[config.mk]
export PLATFORM = sky130hd
export DESIGN_NAME = uart_serial_transmitter_core
export DESIGN_NICKNAME = d
export VERILOG_FILES = /design/src/hdl/ust_pkg.sv /design/src/hdl/uart_serial_transmitter_core.sv
export SDC_FILE = /design/constraint.sdc
export NUM_CORES = 1
export LEC_CHECK = 0
export BUFFER_PORTS_ARGS = -buffer_cell sky130_fd_sc_hd__clkbuf_2
export CAP_MARGIN = 20
export CORE_MARGIN = 2
export CORE_UTILIZATION = 59
export DETAILED_ROUTE_END_ITERATION = 8
export PLACE_DENSITY = 0.78
export SLEW_MARGIN = 20
export SYNTH_ARGS = -nofsm -noshare
export SYNTH_HDL_FRONTEND = slang
export SYNTH_SLANG_ARGS = --single-unit
[constraint.sdc]
create_clock -name clk_i -period 3.7 [get_ports clk_i]
set_input_delay 0.185 -clock clk_i [delete_from_list [all_inputs] [get_ports clk_i]]
set_output_delay 0.185 -clock clk_i [all_outputs]
set_load 0.01 [all_outputs]
[src/hdl/ust_pkg.sv]
// Shared types and constants for the UART serial transmitter.
// Word layouts, opcode, parity, register index and frame state codes.
// No dependencies.
`default_nettype none

package ust_pkg;

  localparam int unsigned DATA_W = 9;

  typedef struct packed {
    logic              opcode;
    logic [DATA_W-1:0] data;
  } ust_in_t;

  typedef struct packed {
    logic tx_level;
    logic busy_res;
    logic send_status;
    logic done_res;
  } ust_out_t;

  localparam logic OP_TICK = 1'b0;
  localparam logic OP_SEND = 1'b1;

  localparam logic [2:0] PAR_NONE  = 3'd0;
  localparam logic [2:0] PAR_ODD   = 3'd1;
  localparam logic [2:0] PAR_MARK  = 3'd3;
  localparam logic [2:0] PAR_SPACE = 3'd4;

  localparam logic [1:0] REG_BIT_PERIOD  = 2'd0;
  localparam logic [1:0] REG_CHAR_BITS   = 2'd1;
  localparam logic [1:0] REG_PARITY_MODE = 2'd2;
  localparam logic [1:0] REG_STOP_BITS   = 2'd3;

  localparam logic [15:0] RST_BIT_PERIOD  = 16'd625;
  localparam logic [3:0]  RST_CHAR_BITS   = 4'd8;
  localparam logic [2:0]  RST_PARITY_MODE = 3'd0;
  localparam logic [1:0]  RST_STOP_BITS   = 2'd1;

  localparam logic [5:0] MIN_CHAR_BITS = 6'd5;

  typedef enum logic [6:0] {
    ST_IDLE   = 7'b0000001,
    ST_GUARD  = 7'b0000010,
    ST_DATA   = 7'b0000100,
    ST_PARITY = 7'b0001000,
    ST_STOP1  = 7'b0010000,
    ST_STOP2  = 7'b0100000,
    ST_END    = 7'b1000000
  } ust_state_e;

endpackage

`default_nettype wire

[src/hdl/uart_serial_transmitter_core.sv]
// UART serial transmitter core: framing state, bit timer and result register.
// Depends on ust_pkg.
//
// Usage:
//   Input channel (in_valid_i / in_stall_o / in_word_i) carries one word per
//   timer tick (opcode tick) or send request (opcode send, data = character).
//   Output channel (out_valid_o / out_stall_i / out_word_o) returns one word
//   per input word: line level, busy, send rejected, done.
//   Result: registered, valid in the cycle after the input word is accepted.
//   Throughput: one word per cycle unless stalled (see below); the framing
//   state and bit timer update in the same cycle the word is taken, and the
//   result register is refilled while its previous contents are being taken.
//   Stall: when a result is held and out_stall_i is high, in_stall_o is high
//   and all state holds.
//   Config port (cfg_we_i, cfg_idx_i, cfg_data_i) writes the register named
//   by cfg_idx_i; write only while the block is idle.
//   Reset: idle, line high, registers at defaults (period 625, 8 data bits,
//   no parity, one stop bit), no result pending.
`default_nettype none

module uart_serial_transmitter_core
  import ust_pkg::*;
#(
  parameter int unsigned MAX_BITS     = 9,
  parameter int unsigned PERIOD_WIDTH = 16
) (
  input  wire logic        clk_i,
  input  wire logic        rst_ni,
  input  wire logic        in_valid_i,
  output      logic        in_stall_o,
  input  wire ust_in_t     in_word_i,
  output      logic        out_valid_o,
  input  wire logic        out_stall_i,
  output      ust_out_t    out_word_o,
  input  wire logic        cfg_we_i,
  input  wire logic [1:0]  cfg_idx_i,
  input  wire logic [15:0] cfg_data_i
);

  localparam logic [31:0] PERIOD_LIM =
    (PERIOD_WIDTH >= 32) ? 32'hFFFF_FFFF : ((32'd1 << PERIOD_WIDTH) - 32'd1);
  localparam logic [5:0] MAX_BITS_C = 6'(MAX_BITS);

  logic [15:0] bit_period_q;
  logic [3:0]  char_bits_q;
  logic [2:0]  parity_mode_q;
  logic [1:0]  stop_bits_q;

  ust_state_e              state_q, state_d;
  logic [3:0]              bit_idx_q, bit_idx_d;
  logic [MAX_BITS-1:0]     held_q, held_d;
  logic [PERIOD_WIDTH-1:0] tick_q, tick_d;
  logic                    line_q, line_d;

  logic     out_valid_q;
  ust_out_t out_q, out_d;

  logic in_acc;
  assign in_stall_o = out_valid_q & out_stall_i;
  assign in_acc     = in_valid_i & ~in_stall_o;

  // effective period and character length
  logic [31:0]             bp_ext;
  logic [PERIOD_WIDTH-1:0] eff_period;
  logic [5:0]              eff_bits;
  always_comb begin
    bp_ext = 32'(bit_period_q);
    if (bp_ext == 32'd0) begin
      eff_period = PERIOD_WIDTH'(1);
    end else if (bp_ext > PERIOD_LIM) begin
      eff_period = PERIOD_LIM[PERIOD_WIDTH-1:0];
    end else begin
      eff_period = bp_ext[PERIOD_WIDTH-1:0];
    end
    eff_bits = 6'(char_bits_q);
    if (eff_bits < MIN_CHAR_BITS) eff_bits = MIN_CHAR_BITS;
    if (eff_bits > MAX_BITS_C) eff_bits = MAX_BITS_C;
  end

  // parity over transmitted data bits only
  logic parity;
  always_comb begin
    parity = 1'b0;
    for (int i = 0; i < MAX_BITS; i++) begin
      if (6'(i) < eff_bits) parity = parity ^ held_q[i];
    end
  end

  logic [MAX_BITS+DATA_W-1:0] data_ext;
  logic [PERIOD_WIDTH-1:0]    tick_inc;
  logic [MAX_BITS-1:0]        held_sh;
  logic [4:0]                 bit_idx_inc;
  logic                       rejected, done;

  assign data_ext    = {{MAX_BITS{1'b0}}, in_word_i.data};
  assign tick_inc    = tick_q + PERIOD_WIDTH'(1);
  assign held_sh     = held_q >> bit_idx_q;
  assign bit_idx_inc = 5'(bit_idx_q) + 5'd1;

  always_comb begin
    state_d   = state_q;
    bit_idx_d = bit_idx_q;
    held_d    = held_q;
    tick_d    = tick_q;
    line_d    = line_q;
    rejected  = 1'b0;
    done      = 1'b0;
    if (in_word_i.opcode == OP_SEND) begin
      if (state_q == ST_IDLE) begin
        held_d    = data_ext[MAX_BITS-1:0];
        bit_idx_d = 4'd0;
        tick_d    = '0;
        state_d   = ST_GUARD;
      end else begin
        rejected = 1'b1;
      end
    end else if (state_q != ST_IDLE) begin
      tick_d = tick_inc;
      if (tick_inc >= eff_period) begin
        tick_d = '0;
        unique case (state_q)
          ST_GUARD: begin
            line_d    = 1'b0;
            bit_idx_d = 4'd0;
            state_d   = ST_DATA;
          end
          ST_DATA: begin
            line_d    = held_sh[0];
            bit_idx_d = bit_idx_inc[3:0];
            if (6'(bit_idx_inc) >= eff_bits) begin
              state_d = (parity_mode_q == PAR_NONE) ? ST_STOP1 : ST_PARITY;
            end
          end
          ST_PARITY: begin
            priority if (parity_mode_q == PAR_ODD) line_d = ~parity;
            else if (parity_mode_q == PAR_MARK) line_d = 1'b1;
            else if (parity_mode_q == PAR_SPACE) line_d = 1'b0;
            else line_d = parity;
            state_d = ST_STOP1;
          end
          ST_STOP1: begin
            line_d  = 1'b1;
            state_d = (stop_bits_q >= 2'd2) ? ST_STOP2 : ST_END;
          end
          ST_STOP2: begin
            line_d  = 1'b1;
            state_d = ST_END;
          end
          ST_END: begin
            line_d  = 1'b1;
            state_d = ST_IDLE;
            done    = 1'b1;
          end
          default: begin
            line_d  = 1'b1;
            state_d = ST_IDLE;
          end
        endcase
      end
    end
    out_d.tx_level    = line_d;
    out_d.busy_res    = (state_d != ST_IDLE);
    out_d.send_status = rejected;
    out_d.done_res    = done;
  end

  always_ff @(posedge clk_i or negedge rst_ni) begin
    if (!rst_ni) begin
      bit_period_q  <= RST_BIT_PERIOD;
      char_bits_q   <= RST_CHAR_BITS;
      parity_mode_q <= RST_PARITY_MODE;
      stop_bits_q   <= RST_STOP_BITS;
    end else if (cfg_we_i) begin
      unique case (cfg_idx_i)
        REG_BIT_PERIOD:  bit_period_q  <= cfg_data_i;
        REG_CHAR_BITS:   char_bits_q   <= cfg_data_i[3:0];
        REG_PARITY_MODE: parity_mode_q <= cfg_data_i[2:0];
        REG_STOP_BITS:   stop_bits_q   <= cfg_data_i[1:0];
        default: ;
      endcase
    end
  end

  always_ff @(posedge clk_i or negedge rst_ni) begin
    if (!rst_ni) begin
      state_q     <= ST_IDLE;
      bit_idx_q   <= 4'd0;
      held_q      <= '0;
      tick_q      <= '0;
      line_q      <= 1'b1;
      out_valid_q <= 1'b0;
    end else begin
      if (in_acc) begin
        state_q   <= state_d;
        bit_idx_q <= bit_idx_d;
        held_q    <= held_d;
        tick_q    <= tick_d;
        line_q    <= line_d;
        out_valid_q <= 1'b1;
      end else if (!out_stall_i) begin
        out_valid_q <= 1'b0;
      end
    end
  end

  always_ff @(posedge clk_i) begin
    if (in_acc) out_q <= out_d;
  end

  assign out_valid_o = out_valid_q;
  assign out_word_o  = out_q;

  a_send_starts: assert property (@(posedge clk_i) disable iff (!rst_ni)
    (in_acc && in_word_i.opcode == OP_SEND && state_q == ST_IDLE) |=> state_q == ST_GUARD)
    else $error("accepted send did not start a frame");

  a_low_busy: assert property (@(posedge clk_i) disable iff (!rst_ni)
    !line_q |-> state_q != ST_IDLE)
    else $error("line low while idle");

  a_done_idle: assert property (@(posedge clk_i) disable iff (!rst_ni)
    (out_valid_q && out_q.done_res) |-> !out_q.busy_res)
    else $error("done with busy still set");

  a_reject_busy: assert property (@(posedge clk_i) disable iff (!rst_ni)
    (out_valid_q && out_q.send_status) |-> out_q.busy_res)
    else $error("send rejected while idle");

endmodule

`default_nettype wire

# Word-level counts from Yosys, hierarchy flattened
# Cells that the tools add are included.
[totals]
regBits = 67
latchBits = 0
mem_bits_rw = 0
romBits = 0
inputBits = 33
output_inout_bits = 6
elab_cells = 116
mem_count = 0
[classes]
n_addsub = 2
mul = 0
n_div = 0
magnitude_cmp = 14
n_eq_ne = 17
shift = 1
mux = 40
bitwise = 14
n_reduce_logical = 14
[ops]
columns = ["operator", "count"]
rows = [
  ["16-bit two-way mux", 5],
  ["7-bit two-way mux", 6],
  ["7-bit case mux with 5 select lines", 1],
  ["3-bit by 6-bit < comparator with 1-bit output, first input constant", 4],
  ["4-bit two-way mux", 6],
  ["1-bit two-way mux", 19],
  ["16-bit by 1-bit adder with 16-bit output, second input constant", 1],
  ["16-bit greater-or-equal comparator", 1],
  ["16-bit zero test", 1],
  ["7-bit by 1-bit != test with 1-bit output, second input constant", 2],
  ["1-bit by 6-bit < comparator with 1-bit output, first input constant", 2],
  ["2-bit by 6-bit < comparator with 1-bit output, first input constant", 2],
  ["9-bit by 4-bit >> shifter with 1-bit output", 1],
  ["4-bit case mux with 2 select lines", 1],
  ["2-bit AND reduction", 4],
  ["1-bit XOR", 8],
  ["7-bit by 1-bit == test with 1-bit output, second input constant", 1],
  ["7-bit by 2-bit == test with 1-bit output, second input constant", 1],
  ["7-bit by 3-bit == test with 1-bit output, second input constant", 1],
  ["7-bit by 4-bit == test with 1-bit output, second input constant", 1],
  ["7-bit by 5-bit == test with 1-bit output, second input constant", 1],
  ["7-bit by 6-bit == test with 1-bit output, second input constant", 1],
  ["7-bit == test, second input constant", 1],
  ["5-bit by 6-bit greater-or-equal comparator with 1-bit output", 1],
  ["22 further kinds", 30],
]

# Longest topological paths before layout
# Gate-level depths: netlist of the first run.
[logic_depth]
word_depth = 29
depth_mapped = 15
ltp_nobuf = 13

# Least setup slack after synthesis of the first run
# OpenSTA, ideal clock, no wires.
[synth_timing]
path_kind = "reg2reg"
startpoint = "register tick_q[2]"
endpoint = "register state_q[4]"
setup_ns = 0.125
t_arrival_ns = 3.047
required_ns = 3.575
slack_ns = 0.529
path_stages_with_launch = 14
n_path_buf = 1
synth_period_minus_slack_ns = 3.171
path_cell_list = "dfrtp_1 -> nand3_1 -> nor3_1 -> nand3_1 -> nor2_1 -> xor2_1 -> ha_1 -> nand2_1 -> o21ai_0 -> nand2_1 -> o31a_1 -> buf_2 -> nor2_1 -> mux2_2"
[synth_between]
elab_chain_len = 5
[synth_lines]
columns = ["element", "line_no", "source"]
rows = [
  ["start, declared", "uart_serial_transmitter_core.sv:52", "logic [PERIOD_WIDTH-1:0] tick_q, tick_d;"],
  ["start signal, assigned", "uart_serial_transmitter_core.sv:197", "tick_q <= tick_d;"],
  ["16-bit by 1-bit adder with 16-bit output", "uart_serial_transmitter_core.sv:96", "assign tick_inc = tick_q + PERIOD_WIDTH'(1);"],
  ["16-bit greater-or-equal comparator", "uart_serial_transmitter_core.sv:119", "if (tick_inc >= eff_period) begin"],
  ["7-bit two-way mux", "uart_serial_transmitter_core.sv:119", ""],
  ["7-bit two-way mux", "uart_serial_transmitter_core.sv:117", "end else if (state_q != ST_IDLE) begin"],
  ["7-bit two-way mux", "uart_serial_transmitter_core.sv:108", "if (in_word_i.opcode == OP_SEND) begin"],
  ["end signal, assigned", "uart_serial_transmitter_core.sv:194", "state_q <= state_d;"],
  ["end, declared", "uart_serial_transmitter_core.sv:49", "ust_state_e state_q, state_d;"],
]
# Every way passes these cells.
# A chain may end at the register's enable or synchronous reset.

==> results.md, run 1 <==
* Fmax at 0.285 GHz
* Design Area, Final at 4460 um^2
* CTS buffer count at 9
* Dominant cell by count in the synthesized netlist: dfrtp_1
* Fin crit period at 3510 ps
* Register bit total from synthesis at 66
* Worst reg-to-reg setup slack at 190 ps
* Via count at 3091
* CTS Sinks at 66
* Syn Area/Cell at 9.76 um^2
* WHS at 36.2 ps
* # fillers at 506
* Critical path type: flop to flop
* Register area at 1680 um^2
* Core ar. at 6420 um^2
* Critical path required time at 3900 ps
* # setup viols final at 0
* Deepest clock path buffer count at 2
* DIE AREA at 7420 um^2
* CTS tree: built
* CTS root buf: clkbuf_8
* Post-route ant nets at 0
* CP bufs+invs at 0
* DP Area at 4240 um^2
* Worst-skew pair later-pin latency at 340 ps
* Mapped Nets at 465
* RSZ-0062 raised after global routing: no
* Drt drc at 0
* Seq/Total Area, Yosys at 42.2%
* Area contributors post-synth: dfrtp_1 (34%), ha_1 (7.5%), mux2_2 (7.1%), dfstp_2 (5.3%), o21ai_0 (5.2%)
* WHS Endpoint: bit_period_q[6]$_DFFE_PN1P_
* Pre-antenna DRT Iters at 4
* Distinct cells, synth at 56
* Drt wl/cell at 15.7 um
* 1st-iter DRT viols at 135
* Hold Vio Cnt, Final at 0
* Worst-path clk slew at 70 ps
* Status: completed
* Area grow syn2layout at 12.1%
* Synth Instances at 408
* Setup slack after layout at 193 ps
* DR vias/cell at 5.83
* Post-Route Skew at 6.52 ps
* Worst hold start: cfg_data_i[6]
* Share of cells above drive strength 1 at 22.7%
* Port Buffer Count at 38
* Pwr dens at 407 nW/um^2
* Max VDD drop at 0.273 mV
* Initial antenna violation count at 0
* Max incr delay on CP at 550 ps
* DP Worst Slack at 115 ps
* Nets at 505
* Yosys top cell by area: dfrtp_1
* Slowest stage cell, crit path: or4_1
* Hold depth at 3
* Die X at 86.2 um
* H-tree levels at 3
* Slew Limit Headroom at 46.1%
* R2R cell count at 12
* Synth Cell Area at 3980 um^2
* Max-slew violations at 0
* Worst hold path class: input port to flop
* Crit path cell chain: ha_1 > nand2_1 > nor2_1 > and3_2 > xor2_1 > ha_1 > nand4_1 > a211oi_1 > a221oi_1 > o31a_2 > or4_1 > nand4_1
* Most frequent cells after synthesis: dfrtp_1 (54), nand2_1 (48), o21ai_0 (41)
* First-pass GRT wire length at 14500 um
* Number of global-route vias before repair at 3132
* Worst slew pin tran at 808 ps
* Worst Setup End Kind: flop
* Main synth FF type: dfrtp_1
* Worst R2R Start: tick_q[0]$_DFFE_PN0P_
* Startpoint types: flop
* Tcrit/Tclk final at 94.8%
* Crit path max fanout at 11
* Synthesis Warnings at 0
* Multi-input gate area at 2140 um^2
* Max cap viols at 0
* Post-synth EDFFs at 4
* Largest net degree at the start of global routing at 33
* CP Data Arrival Time at 3710 ps
* Hpwl dp at 6350 um
* Cell family with most CP delay: simple AND/OR/NAND/NOR gates
* Leakage at 2.07 nW
* Ant. Diodes at 0
* GP Congestion at 0.898
* Total Wirelength at 8340 um
* Row count at 29
* Share of the synthesized area in the top cell type at 33.9%
* IO Pins at 39
* Grt total ovfl at 0
* GRT Total Usage at 25.2%
* Height of the chip at 86.2 um
* Initial Util at 62.0%
* Async set-reset flop share out of synthesis at 93.9%
* FF-to-FF End: out_word_o[2]$_DFFE_PP_
* Setup TNS Final at 0 ps
[what timing repair did]
action	CTS	global route
hold buffers	1	0
setup endpoints to repair	0	7
buffers inserted	0	0
endpoints found under the hold margin	26	0
resized for setup	0	2
[state kept, by name (all words and copies together), names as in the netlist]
register,count
bit_period_q,16
bit_idx_q,4
out_word_o,4
tick_q,16
line_q,1
out_valid_o,1
stop_bits_q,1
state_q,7
parity_mode_q,3
held_q,9
char_bits_q,4
[cell type report]
class,count,share of cell area (%)
clock buffers,12,3.73
clock inverters,4,1.07
inverters,26,2.19
multi-input cells,301,47.9
flip-flops and latches,66,37.7
well taps,77,2.16
repair buffers,44,5.33
[metal layers]
metal / up-vias / part of all wire [%] / wire length, um / GRT usage [%]
li1: 1535 / - / - / -
met1: 1466 / 44 / 3640 / 31.5
met2: 77 / 50 / 4160 / 43.0
met3: 13 / 4.7 / 389 / 5.29
met4: 0 / 1.7 / 144 / 8.95
met5: - / 0 / 0 / 0
[cells by family (layout without fill, tap and decap cells)]
family | Yosys count | after routing | share of synthesized area [%]
adders and majority gates | 24 | 24 | 7.54
AOI/OAI and AO/OA | 85 | 85 | 13.6
xor gates and xnor gates | 22 | 22 | 5.53
buffers and inverters | 41 | 86 | 4.30
muxes | 33 | 33 | 9.71
DFF | 66 | 66 | 42.2
and+or+nand+nor | 137 | 137 | 17.1
[layout by cell type (no fill, tap or decap), types with 2 or more instances in the layout]
master,n
nor3_1,10
nand4_1,3
clkbuf_8,10
nor2b_1,4
edfxtp_1,4
buf_4,5
a22o_1,6
clkbuf_2,38
and3_1,3
ha_1,24
o31ai_1,5
inv_1,24
o21a_1,2
mux2_2,25
a31oi_1,2
a21oi_1,6
dfrtp_1,54
a21boi_0,2
a211oi_1,3
a31o_2,2
dfstp_2,8
o21ai_0,41
nand3b_1,2
xnor3_1,2
mux4_2,2
nand3_1,19
a21o_1,4
clkinv_2,2
xnor2_1,12
nand2b_1,9
mux2i_1,6
nor2_1,20
nand2_1,48
o211ai_1,3
xor2_1,8
a221oi_1,2
nor3b_1,2
nor4_1,6
[worst max path at each step]
stage	start	to	slack [ps]	cells past startpoint
detailed placement	tick_q[0]$_DFFE_PN0P_	out_word_o[3]$_DFFE_PP_	120	12
global route	tick_q[0]$_DFFE_PN0P_	out_word_o[2]$_DFFE_PP_	6	12
finish	tick_q[0]$_DFFE_PN0P_	out_word_o[2]$_DFFE_PP_	190	12
global placement	tick_q[0]$_DFFE_PN0P_	out_word_o[3]$_DFFE_PP_	310	12
CTS	tick_q[0]$_DFFE_PN0P_	out_word_o[3]$_DFFE_PP_	100	12
floorplan	tick_q[2]$_DFFE_PN0P_	state_q[4]$_DFFE_PN0P_	530	13
[worst min-delay path, cell delays in order]
cell	delay (ps)
clkbuf_2	80
nand2_1	40
o21ai_0	70
[report_power, final]
| part | total [mW] | leakage [nW] | switching [mW] | internal [mW] |
|---|---|---|---|---|
| clock | 0.649 | 0.108 | 0.280 | 0.369 |
| sequential | 0.872 | 0.818 | 0.0662 | 0.806 |
| combinational | 0.297 | 1.14 | 0.163 | 0.134 |
| total | 1.82 | 2.07 | 0.510 | 1.31 |
[metrics by stage]
stage | util, % | power (mW) | std cells
after floorplan | - | 1.08 | 408
after global placement | 66.0 | 1.17 | 513
after detailed placement | 66.0 | 1.18 | 513
after CTS | 69.5 | 1.83 | 530
after global routing | 69.5 | 1.91 | 530
final | 69.5 | 1.82 | 530
Power figures use the tool's default switching activity.
==> run 2, diff against run 1 <==
--- a/config.mk
+++ b/config.mk
@@ -5,12 +5,15 @@
 export SDC_FILE = /design/constraint.sdc
 export NUM_CORES = 1
 export LEC_CHECK = 0
+export ABC_AREA = 1
 export BUFFER_PORTS_ARGS = -buffer_cell sky130_fd_sc_hd__clkbuf_2
 export CAP_MARGIN = 20
 export CORE_MARGIN = 2
-export CORE_UTILIZATION = 59
+export CORE_UTILIZATION = 60
+export CTS_BUF_LIST = sky130_fd_sc_hd__clkbuf_16
 export DETAILED_ROUTE_END_ITERATION = 8
 export PLACE_DENSITY = 0.78
+export SKIP_LAST_GASP = 1
 export SLEW_MARGIN = 20
 export SYNTH_ARGS = -nofsm -noshare
 export SYNTH_HDL_FRONTEND = slang
==> run 2 against run 1 <==
Effect of this change: flip-flop and latch count is the same; power up 48%; sequential share of layout area shrank 2.8 points; register-to-register slack better by 150 ps; largest power group unchanged.
==> results.md, run 2 <==
* Area grow syn2layout at 13.7%
* RSZ-0062 raised after global routing: no
* Slew Limit Headroom at 34.5% (-12 points)
* Most frequent cells after synthesis: nand2_1 (126), inv_1 (87), dfrtp_1 (54)
* Worst hold path class: input port to asynchronous set/reset pin
* Share of the synthesized area in the top cell type at 31.9% (-2.0 points)
* Worst-skew pair later-pin latency at 330 ps (about the same)
* Core ar. at 6790 um^2 (+5.8%)
* Number of global-route vias before repair at 3656 (+17%)
* Nets at 657 (+30%)
* Total Wirelength at 9580 um (+15%)
* Deepest clock path buffer count at 2 (unchanged)
* Yosys top cell by area: dfrtp_1
* Port Buffer Count at 38 (unchanged)
* Row count at 30 (+3.4%)
* Commonest non-fill, non-tap cell in the layout: nand2_1
* Final Util at 70.9% (+1.4 points)
* Most frequent cells in the layout: nand2_1 (126), inv_1 (87), dfrtp_1 (54)
* Startpoint types: flop
* Area contributors post-synth: dfrtp_1 (32%), nand2_1 (11%), inv_1 (7.7%), ha_1 (7.1%), nand3_1 (5.1%)
* Crit path max fanout at 11 (unchanged)
* R2R cell count at 18 (+6)
* Register bit total from synthesis at 66 (unchanged)
* Wire length on met3 at 493 um (+27%)
* Tcrit/Tclk final at 90.8% (-4.0 points)
* Status: completed
* Max VDD drop at 0.368 mV (+35%)
* Main synth FF type: dfrtp_1
* WHS at 4.11 ps (-32.1 ps)
* GRT Total Usage at 26.6% (+1.5 points)
* Via count at 3771 (+22%)
* DIE AREA at 7750 um^2 (+4.4%)
* # fillers at 571 (+13%)
* Worst R2R Start: tick_q[0]$_DFFE_PN0P_
* Post-route ant nets at 0 (unchanged)
* Seq/Total Area, Yosys at 39.7% (-2.5 points)
* Max cap viols at 0 (unchanged)
* Critical path type: flop to flop
* FF-to-FF End: tick_q[11]$_DFFE_PN0P_
* Die X at 88.0 um (+2.2%)
* Hpwl dp at 7030 um (+11%)
* Post-synth EDFFs at 4 (unchanged)
* Post-CTS Setup Inserts at 0 (unchanged)
* Worst Setup End Kind: flop
* Worst reg-to-reg setup slack at 340 ps (+150 ps)
* Top Metal Used: met4
* Initial antenna violation count at 0 (unchanged)
* GP Congestion at 0.914 (+1.7%)
* H-tree levels at 3 (unchanged)
* Register area at 1680 um^2 (unchanged)
* Distinct cells, synth at 41 (-27%)
* Share of cells above drive strength 1 at 16.9% (-5.9 points)
* Pwr dens at 557 nW/um^2 (+37%)
* Drt wl/cell at 13.7 um (-13%)
* Grt total ovfl at 0 (unchanged)
* DP Worst Slack at 445 ps (+329 ps)
* Post_cts resized at 0 (unchanged)
* First-pass GRT wire length at 16100 um (+11%)
* Mapped Nets at 617 (+33%)
* CTS buffer count at 9 (unchanged)
* Ant. Diodes at 0 (unchanged)
* Height of the chip at 88.0 um (+2.2%)
* CTS tree: built
* Setup TNS Final at 0 ps (unchanged)
* Post-Route Skew at 5.28 ps (-1.24 ps)
* CP Data Arrival Time at 3590 ps (-120 ps)
* Initial Util at 62.3% (+0.33 points)
* Worst slew pin tran at 982 ps (+174 ps)
* Fin crit period at 3360 ps (-148 ps)
* DR vias/cell at 5.38 (-7.8%)
* Setup slack after layout at 341 ps (+148 ps)
* Dominant cell by count in the synthesized netlist: nand2_1
* 1st-iter DRT viols at 249 (+84%)
* Synth Cell Area at 4240 um^2 (+6.3%)
* Synthesis Warnings at 0 (unchanged)
* Hold-fix buffers at CTS at 0 (-1)
* CTS root buf: clkbuf_16
* Multi-input gate area at 2130 um^2 (-0.18%)
* Metal2 WL at 4390 um (+5.5%)
* Synth Instances at 560 (+37%)
* Pre-antenna DRT Iters at 5 (+1)
* Syn Area/Cell at 7.56 um^2 (-23%)
* Drt drc at 0 (unchanged)
* Worst-path clk slew at 60 ps (about the same)
* Largest net degree at the start of global routing at 40 (+21%)
* Critical path required time at 3930 ps (+30 ps)
* # setup viols final at 0 (unchanged)
* IO Pins at 39 (unchanged)
* Hold Vio Cnt, Final at 0 (unchanged)
* Async set-reset flop share out of synthesis at 93.9% (unchanged)
* Top flop regs: bit_period_q x16, tick_q x16, held_q x9
* Leakage at 2.52 nW (+22%)
* Met1 wire length at 4520 um (+24%)
* Fmax at 0.298 GHz (+4.4%)
* CTS Sinks at 66 (unchanged)
* Max-slew violations at 0 (unchanged)
[run 2: changes by cell type after synthesis, moves of 10 or more]
cell | before | now
a21oi_1 | 6 | 29
inv_1 | 24 | 87
mux2_2 | 25 | 2
nand2_1 | 48 | 126
nand3_1 | 19 | 43
nor2_1 | 20 | 47
o21ai_0 | 41 | 30
o22ai_1 | 0 | 10
xnor2_1 | 12 | 0
[run 2: how the worst max path moves through the flow]
stage | slack [ps] | from | end
6_report | 340 | tick_q[0]$_DFFE_PN0P_ | tick_q[11]$_DFFE_PN0P_
5_1_grt | 70 | tick_q[0]$_DFFE_PN0P_ | tick_q[11]$_DFFE_PN0P_
4_1_cts | 360 | tick_q[0]$_DFFE_PN0P_ | tick_q[11]$_DFFE_PN0P_
3_5_place_dp | 440 | tick_q[0]$_DFFE_PN0P_ | tick_q[11]$_DFFE_PN0P_
3_3_place_gp | 620 | tick_q[0]$_DFFE_PN0P_ | tick_q[12]$_DFFE_PN0P_
2_1_floorplan | 730 | tick_q[0]$_DFFE_PN0P_ | out_word_o[3]$_DFFE_PP_
[run 2: layout make-up]
cell class                      count  share of cell area [%]
Inverter                           98                    7.64
Sequential cell                    66                    34.9
Clock buffer                        9                    4.68
Timing Repair Buffer               40                    4.26
Tap cell                           96                    2.49
Multi-Input combinational cell    385                    44.3
Clock inverter                      7                    1.71
[run 2: metrics by stage]
step           cell area [um^2]  power (mW)  cells
2_1_floorplan              4240        1.57    560
3_3_place_gp               4500        1.74    685
3_5_place_dp               4500        1.77    685
4_1_cts                    4810        2.68    701
5_1_grt                    4820        2.85    701
6_report                   4820        2.68    701
[run 2: logic make-up (layout without fill, tap and decap cells)]
kind of cell / Yosys count / after routing / synth area share [%]
AOI/OAI and AO/OA: 84 / 84 / 10.9
xor gates and xnor gates: 10 / 10 / 2.25
adders and majority gates: 24 / 24 / 7.09
buffers and inverters: 109 / 154 / 10.0
DFF: 66 / 66 / 39.7
muxes: 2 / 2 / 0.532
and+or+nand+nor: 265 / 265 / 29.5
[run 2: layer usage]
metal / vias up / global-route usage [%]
met2: 98 / 43.4
met3: 21 / 5.75
met5: - / 0
li1: 1890 / -
met4: 0 / 8.82
met1: 1762 / 35.5
[run 2: worst max-delay path, stage by stage (launching register included)]
cell,delay [ps]
dfrtp_1,420
ha_1,210
nand3_1,110
nor2_1,120
inv_2,70
nor2_4,100
nand3_2,110
nor2_2,130
nand2_2,80
nor2_4,100
xor2_2,160
ha_1,260
nand2_1,100
nor2_1,80
a21oi_4,210
nand3_4,200
nor2_4,250
nand2_1,280
o22ai_1,260
[run 2: power by group]
part	switching, mW	total, mW	internal [mW]	leakage [nW]
Sequential	0.121	0.997	0.876	0.788
Clock	0.321	0.902	0.582	0.152
Combinational	0.494	0.782	0.288	1.58
Total	0.936	2.68	1.75	2.52
